$ cat src/rtl/bmt_pkg.sv
`default_nettype none
// ----------------------------------------------------------------------------
// bmt_pkg
// Types, command codes and segment tables shared by the mm:ss timer blocks.
// ----------------------------------------------------------------------------
package bmt_pkg;

  typedef enum logic [1:0] {
    CMD_LOAD = 2'd0,
    CMD_DOWN = 2'd1,
    CMD_UP   = 2'd2,
    CMD_ICON = 2'd3
  } bmt_cmd_e;

  localparam logic [1:0] ICON_DOWN  = 2'd0;
  localparam logic [1:0] ICON_UP    = 2'd1;
  localparam logic [1:0] ICON_ENTRY = 2'd2;

  localparam logic [11:0] MAX_INTERVAL = 12'd3599;

  // Icon symbols for the two right-hand digits.
  localparam logic [7:0] ICON_DOWN_L  = 8'hCE;
  localparam logic [7:0] ICON_DOWN_R  = 8'h2A;
  localparam logic [7:0] ICON_UP_L    = 8'hC4;
  localparam logic [7:0] ICON_UP_R    = 8'hCE;
  localparam logic [7:0] ICON_ENTRY_L = 8'h7A;
  localparam logic [7:0] ICON_ENTRY_R = 8'hF6;

  typedef struct packed {
    bmt_cmd_e    command;
    logic [11:0] interval_seconds;
    logic [1:0]  icon;
  } bmt_in_t;

  typedef struct packed {
    logic [7:0] seg_minutes_tens;
    logic [7:0] seg_minutes_units;
    logic [7:0] seg_seconds_tens;
    logic [7:0] seg_seconds_units;
    logic       display_update;
    logic       finished;
    logic       running;
  } bmt_out_t;

  // Item as held in the input register, with the interval already in digits.
  typedef struct packed {
    bmt_cmd_e    command;
    logic [1:0]  icon;
    logic [11:0] ticks;
    logic [2:0]  min_tens;
    logic [3:0]  min_units;
    logic [2:0]  sec_tens;
    logic [3:0]  sec_units;
  } bmt_item_t;

  function automatic logic [7:0] seg_digit(input logic [3:0] d);
    logic [7:0] s;
    case (d)
      4'd0:    s = 8'hFC;
      4'd1:    s = 8'h60;
      4'd2:    s = 8'hDA;
      4'd3:    s = 8'hF2;
      4'd4:    s = 8'h66;
      4'd5:    s = 8'hB6;
      4'd6:    s = 8'hBE;
      4'd7:    s = 8'hE0;
      4'd8:    s = 8'hFE;
      4'd9:    s = 8'hE6;
      default: s = 8'h00;
    endcase
    return s;
  endfunction

  // Patterns for a digit mounted upside down.
  function automatic logic [7:0] seg_digit_inv(input logic [3:0] d);
    logic [7:0] s;
    case (d)
      4'd0:    s = 8'hFC;
      4'd1:    s = 8'h0C;
      4'd2:    s = 8'hDA;
      4'd3:    s = 8'h9E;
      4'd4:    s = 8'h2E;
      4'd5:    s = 8'hB6;
      4'd6:    s = 8'hF6;
      4'd7:    s = 8'h1C;
      4'd8:    s = 8'hFE;
      4'd9:    s = 8'h3E;
      default: s = 8'h00;
    endcase
    return s;
  endfunction

endpackage
`default_nettype wire

$ cat src/rtl/bmt_split.sv
`default_nettype none
// ----------------------------------------------------------------------------
// bmt_split
// Saturates an interval in seconds and splits it into four mm:ss digits.
// ----------------------------------------------------------------------------
module bmt_split import bmt_pkg::*; (
  input  bmt_in_t   in_data_i,
  output bmt_item_t item_o
);

  logic [11:0] sat;
  logic [2:0]  mt;
  logic [11:0] r1;
  logic [3:0]  mu;
  logic [9:0]  r2;
  logic [2:0]  st;
  logic [5:0]  r3;

  // Each digit is found by comparing against constant multiples and
  // subtracting the chosen one; no general divider is needed.
  always_comb begin
    sat = (in_data_i.interval_seconds > MAX_INTERVAL) ? MAX_INTERVAL
                                                      : in_data_i.interval_seconds;
    if      (sat >= 12'd3000) mt = 3'd5;
    else if (sat >= 12'd2400) mt = 3'd4;
    else if (sat >= 12'd1800) mt = 3'd3;
    else if (sat >= 12'd1200) mt = 3'd2;
    else if (sat >= 12'd600)  mt = 3'd1;
    else                      mt = 3'd0;
    r1 = sat - (12'(mt) * 12'd600);

    if      (r1 >= 12'd540) mu = 4'd9;
    else if (r1 >= 12'd480) mu = 4'd8;
    else if (r1 >= 12'd420) mu = 4'd7;
    else if (r1 >= 12'd360) mu = 4'd6;
    else if (r1 >= 12'd300) mu = 4'd5;
    else if (r1 >= 12'd240) mu = 4'd4;
    else if (r1 >= 12'd180) mu = 4'd3;
    else if (r1 >= 12'd120) mu = 4'd2;
    else if (r1 >= 12'd60)  mu = 4'd1;
    else                    mu = 4'd0;
    r2 = r1[9:0] - (10'(mu) * 10'd60);

    if      (r2 >= 10'd50) st = 3'd5;
    else if (r2 >= 10'd40) st = 3'd4;
    else if (r2 >= 10'd30) st = 3'd3;
    else if (r2 >= 10'd20) st = 3'd2;
    else if (r2 >= 10'd10) st = 3'd1;
    else                   st = 3'd0;
    r3 = r2[5:0] - (6'(st) * 6'd10);

    item_o.command   = in_data_i.command;
    item_o.icon      = in_data_i.icon;
    item_o.ticks     = sat;
    item_o.min_tens  = mt;
    item_o.min_units = mu;
    item_o.sec_tens  = st;
    item_o.sec_units = r3[3:0];
  end

endmodule
`default_nettype wire

$ cat src/rtl/bmt_core.sv
`default_nettype none
// ----------------------------------------------------------------------------
// bmt_core
// Timer state and the combinational update that forms one result per item.
// ----------------------------------------------------------------------------
module bmt_core import bmt_pkg::*; (
  input  logic      clk_i,
  input  logic      rst_ni,
  input  logic      fire_i,
  input  bmt_item_t item_i,
  output bmt_out_t  result_o
);

  logic [2:0]  mt_q, mt_d;
  logic [3:0]  mu_q, mu_d;
  logic [2:0]  st_q, st_d;
  logic [3:0]  su_q, su_d;
  logic [11:0] ticks_q, ticks_d;
  logic        running_q, running_d;
  logic        done_q, done_d;

  always_comb begin
    mt_d      = mt_q;
    mu_d      = mu_q;
    st_d      = st_q;
    su_d      = su_q;
    ticks_d   = ticks_q;
    running_d = running_q;
    done_d    = done_q;
    result_o  = '0;

    case (item_i.command)
      CMD_LOAD: begin
        if (!running_q) begin
          mt_d      = item_i.min_tens;
          mu_d      = item_i.min_units;
          st_d      = item_i.sec_tens;
          su_d      = item_i.sec_units;
          ticks_d   = item_i.ticks;
          running_d = 1'b1;
          done_d    = 1'b0;
        end
      end
      CMD_DOWN: begin
        // The time shown is the one before this tick.
        result_o.seg_minutes_tens  = seg_digit({1'b0, mt_q});
        result_o.seg_minutes_units = seg_digit(mu_q) | 8'h01;
        result_o.seg_seconds_tens  = seg_digit_inv({1'b0, st_q}) | 8'h01;
        result_o.seg_seconds_units = seg_digit(su_q);
        result_o.display_update    = 1'b1;
        ticks_d = ticks_q - 12'd1;
        done_d  = done_q | (ticks_d == 12'd0);
        if (done_d) begin
          running_d = 1'b0;
        end else if (su_q != 4'd0) begin
          su_d = su_q - 4'd1;
        end else if (st_q != 3'd0) begin
          st_d = st_q - 3'd1;
          su_d = 4'd9;
        end else if (mu_q != 4'd0) begin
          mu_d = mu_q - 4'd1;
          st_d = 3'd5;
          su_d = 4'd9;
        end else if (mt_q != 3'd0) begin
          mt_d = mt_q - 3'd1;
          mu_d = 4'd9;
          st_d = 3'd5;
          su_d = 4'd9;
        end else begin
          // Already at zero: flag the end but leave the running flag alone.
          done_d = 1'b1;
        end
      end
      CMD_UP: begin
        su_d = su_q + 4'd1;
        if (su_d > 4'd9) begin
          su_d = 4'd0;
          st_d = st_q + 3'd1;
        end
        if (st_d > 3'd5) begin
          st_d = 3'd0;
          mu_d = mu_q + 4'd1;
        end
        if (mu_d > 4'd9) begin
          mu_d = 4'd0;
          mt_d = mt_q + 3'd1;
        end
        if (mt_d > 3'd5) begin
          mt_d = 3'd0;
        end
        result_o.seg_minutes_tens  = seg_digit({1'b0, mt_d});
        result_o.seg_minutes_units = seg_digit(mu_d);
        result_o.seg_seconds_tens  = seg_digit_inv({1'b0, st_d});
        result_o.seg_seconds_units = seg_digit(su_d);
        result_o.display_update    = 1'b1;
      end
      CMD_ICON: begin
        case (item_i.icon)
          ICON_DOWN: begin
            result_o.seg_seconds_tens  = ICON_DOWN_L;
            result_o.seg_seconds_units = ICON_DOWN_R;
            result_o.display_update    = 1'b1;
          end
          ICON_UP: begin
            result_o.seg_seconds_tens  = ICON_UP_L;
            result_o.seg_seconds_units = ICON_UP_R;
            result_o.display_update    = 1'b1;
          end
          ICON_ENTRY: begin
            result_o.seg_seconds_tens  = ICON_ENTRY_L;
            result_o.seg_seconds_units = ICON_ENTRY_R;
            result_o.display_update    = 1'b1;
          end
          default: begin
          end
        endcase
      end
      default: begin
      end
    endcase

    result_o.finished = done_d;
    result_o.running  = running_d;
  end

  always_ff @(posedge clk_i or negedge rst_ni) begin
    if (!rst_ni) begin
      mt_q      <= '0;
      mu_q      <= '0;
      st_q      <= '0;
      su_q      <= '0;
      ticks_q   <= '0;
      running_q <= 1'b0;
      done_q    <= 1'b0;
    end else if (fire_i) begin
      mt_q      <= mt_d;
      mu_q      <= mu_d;
      st_q      <= st_d;
      su_q      <= su_d;
      ticks_q   <= ticks_d;
      running_q <= running_d;
      done_q    <= done_d;
    end
  end

endmodule
`default_nettype wire

$ cat src/rtl/bcd_mmss_up_down_timer_display.sv
`default_nettype none
// ----------------------------------------------------------------------------
// bcd_mmss_up_down_timer_display
// BCD mm:ss up/down timer producing four seven-segment bytes per item.
// ----------------------------------------------------------------------------
//  Channel | Handshake             | Payload
//  --------+-----------------------+------------------------
//  in      | in_valid_i/in_ready_o | in_data_i  (bmt_in_t)
//  out     | out_valid_o/out_ready_i | out_data_o (bmt_out_t)
//
// One item is taken every cycle while the result is not stalled; the item is held in
// the input register and its result in the result register before it is offered.
// The interval is split into digits before the input register; the state
// update and segment encoding sit between the input and result registers.
// Reset clears both valid flags and the timer state to 00:00, idle.
// While the result is stalled the input register still takes one more item.
// ----------------------------------------------------------------------------
module bcd_mmss_up_down_timer_display import bmt_pkg::*; (
  input  logic     clk_i,
  input  logic     rst_ni,
  input  logic     in_valid_i,
  output logic     in_ready_o,
  input  bmt_in_t  in_data_i,
  output logic     out_valid_o,
  input  logic     out_ready_i,
  output bmt_out_t out_data_o
);

  bmt_item_t split_item;
  bmt_item_t item_q;
  logic      in_valid_q, in_valid_d;
  bmt_out_t  result;
  bmt_out_t  out_q;
  logic      out_valid_q, out_valid_d;
  logic      advance;

  bmt_split u_split (
    .in_data_i (in_data_i),
    .item_o    (split_item)
  );

  assign advance    = in_valid_q & (~out_valid_q | out_ready_i);
  assign in_ready_o = ~in_valid_q | advance;

  bmt_core u_core (
    .clk_i    (clk_i),
    .rst_ni   (rst_ni),
    .fire_i   (advance),
    .item_i   (item_q),
    .result_o (result)
  );

  always_comb begin
    in_valid_d = in_valid_q;
    if (in_valid_i && in_ready_o) begin
      in_valid_d = 1'b1;
    end else if (advance) begin
      in_valid_d = 1'b0;
    end
    out_valid_d = out_valid_q;
    if (advance) begin
      out_valid_d = 1'b1;
    end else if (out_ready_i) begin
      out_valid_d = 1'b0;
    end
  end

  always_ff @(posedge clk_i or negedge rst_ni) begin
    if (!rst_ni) begin
      in_valid_q  <= 1'b0;
      out_valid_q <= 1'b0;
    end else begin
      in_valid_q  <= in_valid_d;
      out_valid_q <= out_valid_d;
    end
  end

  always_ff @(posedge clk_i) begin
    if (in_valid_i && in_ready_o) begin
      item_q <= split_item;
    end
    if (advance) begin
      out_q <= result;
    end
  end

  assign out_valid_o = out_valid_q;
  assign out_data_o  = out_q;

endmodule
`default_nettype wire

$ cat config.mk
export PLATFORM = sky130hd
export DESIGN_NAME = bcd_mmss_up_down_timer_display
export DESIGN_NICKNAME = d
export VERILOG_FILES = /design/src/rtl/bmt_pkg.sv /design/src/rtl/bmt_split.sv /design/src/rtl/bmt_core.sv /design/src/rtl/bcd_mmss_up_down_timer_display.sv
export SDC_FILE = /design/constraint.sdc
export NUM_CORES = 1
export LEC_CHECK = 0
export BUFFER_PORTS_ARGS = -buffer_cell sky130_fd_sc_hd__buf_4
export CAP_MARGIN = 20
export CORE_ASPECT_RATIO = 1.5
export CORE_MARGIN = 2
export CORE_UTILIZATION = 48
export CTS_CLUSTER_DIAMETER = 200
export DETAILED_ROUTE_END_ITERATION = 8
export PLACE_DENSITY = 0.74
export SLEW_MARGIN = 0
export SYNTH_ARGS = -nofsm -noshare
export SYNTH_HDL_FRONTEND = slang
export SYNTH_HIERARCHICAL = 1
export SYNTH_SLANG_ARGS = --single-unit
$ cat constraint.sdc
create_clock -name clk_i -period 8.7 [get_ports clk_i]
set_input_delay 1.74 -clock clk_i [delete_from_list [all_inputs] [get_ports clk_i]]
set_output_delay 1.74 -clock clk_i [all_outputs]
set_load 0.02 [all_outputs]
==> results.yml <==
critical_path:
  crit_type: "input port to flop"
  worstPathRequired_ps: 8800
  critPathCaptureType: "flop"
  crit_path_frequent_cell: "inv_2"
  critical_path.max_stage_delay_ps: 550
  critical-path-slowest-cell: "or4_4"
  crit_arrival_ps: 9550
  startpoint_type: "input port"
  worst-path-max-fanout: 4
detailed_routing:
  highest_layer: "met4"
  m1WireLength_um: 7780
  vias_per_cell: 5.93
  met3WireLength_um: 939
  drt_iter0_drc: 407
  drcViolationCount: 0
  wl_um: 21100
  postRouteAntennaNets: 0
  routed-via-count: 7614
  drt_pass1_iterations: 6
  wl_per_cell_um: 16.4
  route.met2.wl_um: 11300
sta:
  maxSlewViolCount: 0
  slew_headroom_pct: 30.9
  fin_crit_sh_pct: 109
  fin_ws_ps: -756
  worstMarginPinSlew_ps: 1030
  clock_skew_ps: 11.5
  period_minus_slack_ps: 9460
  setup_viol: 6
  rsz0062_at_grt: "true"
  whs_ps: 511
  fmax_mhz: 106
  hold_violations: 0
finish:
  final_net_count: 1176
  n_antenna_cell: 0
  seq_area_um2: 2700
  fill_cells: 1507
  mostFrequentLayoutCells: "buf_4, nand2_1, ha_1"
  layout_commonest_cell: "buf_4"
  area_delta_synth_final_pct: 21.6
  multi_input_area_um2: 5420
  layout-drive-gt1-share_pct: 25.8
  fin_cells: 1285
status:
  violations: "negative setup slack"
  status: "finished with violations"
yosys:
  ys_ff_latch: 95
  yosysUniqueCellTypes: 103
  async_reset_ff_share_pct: 31.6
  ys.flop_type: "edfxtp_1"
  synth_area_leader_cell: "edfxtp_1"
  synth-seq-area-share_pct: 32.0
  synth_cells: 942
  synthesis.area_um2: 8450
  netlist_top_cells_area: "edfxtp_1, ha_1, dfrtp_1"
  syn_avg_cell_area_um2: 8.97
  yosys_warnings: 6
  yosysTopAreaCellShare_pct: 23.1
  synth-edff-count: 65
floorplanning:
  rows: 59
  io-pin-count: 57
  initial_core_util_pct: 48.9
  core_area_um2: 17300
  die-area_um2: 18700
  dieWidth_um: 112
  die-height_um: 166
clock_network:
  clk_latency_ps: 350
  cts_buffers: 9
  cts_buffer_depth: 2
  ctsHoldBuffers: 0
  clock_tree.root_cell: "clkbuf_16"
  h-tree-depth: 3
  clock-sinks: 95
  cts_tree: "built"
  clkTransAtPathRegs_ps: 70
pwr:
  peakVddDrop_uv: 274
  power.total_w: 0.00421
  powerDensity_nw_per_um2: 410
  p_leak_nw: 4.41
global_routing:
  antenna_found_initial: 0
  first_global_vias: 7764
  grt-ovfl-total: 0
  grtUsageTotal_pct: 22.7
  grt_max_degree: 48
  grt_pass1_wl_um: 35400
place:
  portBuffers: 56
  dp_cells: 1258
  gp_congestion: 0.936
  dpl.hpwl_um: 15800
hold_path:
  min-delay-path-class: "flop to flop"
run:
  cap_violations: 0
==> sequential cells by signal, indices dropped and copies added (netlist names), 3 cells and up <==
register        cells
u_core/ticks_q     12
u_core/mt_q         3
u_core/st_q         3
out_data_o         35
u_core/mu_q         4
u_core/su_q         4
item_q             30
==> critical path: cells and delay by family <==
family	cells	cell delay [ps]
adder cells (fa/ha/maj)	11	3580
AO/OA/AOI/OAI	11	1560
AND/OR/NAND/NOR	8	1490
XOR/XNOR	5	730
buffers and inverters	7	430
==> where the power goes <==
| part | switching (W) | total (W) | internal (W) | leakage (nW) |
|---|---|---|---|---|
| combinational | 0.00160 | 0.00303 | 0.00144 | 3.28 |
| sequential | 0.000158 | 0.000776 | 0.000618 | 0.989 |
| clock | 0.000190 | 0.000399 | 0.000209 | 0.147 |
==> repair_timing <==
item / in CTS / in global routing
setup buffers: 7 / 4
pin swaps: 28 / 16
endpoints found under the setup margin: 6 / 6
gates resized for setup: 17 / 20
==> cell type report <==
cell class	count	area share [%]
clock inverters	6	0.560
repair buffers	162	12.4
well taps	213	2.59
inverters	84	3.07
clock buffers	10	2.33
flip-flops and latches	95	26.3
multi-input cells	715	52.8
==> worst paths after layout <==
check | slack [ps] | from | to | cells after the start
setup reg to reg | 4540 | u_core/su_q[1] | out_data_o[29] | 16
setup / recovery | -760 | in_data_i[9] | item_q[3] | 42
min in group asynchronous | 1320 | rst_ni | u_core/ticks_q[6] | 1
hold / removal | 510 | item_q[15] | u_core/ticks_q[1] | 2
hold reg to reg | 510 | item_q[15] | u_core/ticks_q[1] | 2
max in group asynchronous | 7050 | rst_ni | u_core/mu_q[0] | 1
==> Yosys cell counts, drive strengths merged, types with 13 or more instances <==
cell / n
a21o: 22
a21oi: 69
a31oi: 22
buf: 22
clkbuf: 27
dfrtp: 30
edfxtp: 65
ha: 80
inv: 81
nand2: 99
nand2b: 15
nand3: 21
nor2: 58
nor2b: 15
nor3: 18
o21ai: 74
o22ai: 13
o31ai: 13
xnor2: 17
==> routing by layer <==
layer | vias to the layer above | global-route usage [%]
li1 | 3663 | -
met1 | 3611 | 24.0
met2 | 257 | 41.8
met3 | 83 | 3.31
met4 | 0 | 13.7
met5 | - | 0
==> cell families (layout without fill, tap and decap cells) <==
logic type	Yosys count	in the layout	synth area share [%]
AOI/OAI and AO/OA	298	298	24.3
and+or+nand+nor	283	283	17.4
buffers and inverters	133	262	6.86
DFF	95	95	32.0
adders and majority gates	91	91	14.2
xor gates and xnor gates	28	28	3.52
muxes	13	13	1.69
other	1	2	0.0444
==> per-stage QoR <==
stage | utilization (%) | TNS, ps | area, um^2 | setup slack (ps)
finish | 59.5 | -2250 | 10300 | -756
global route | 59.5 | -3640 | 10300 | -999
CTS | 58.7 | -2090 | 10100 | -707
detailed placement | 56.3 | -5060 | 9720 | -1320
global placement | 56.3 | -3810 | 9720 | -1080
floorplan | - | -2130 | 8560 | -918
Note: power is estimated with default switching activity, not from simulation.
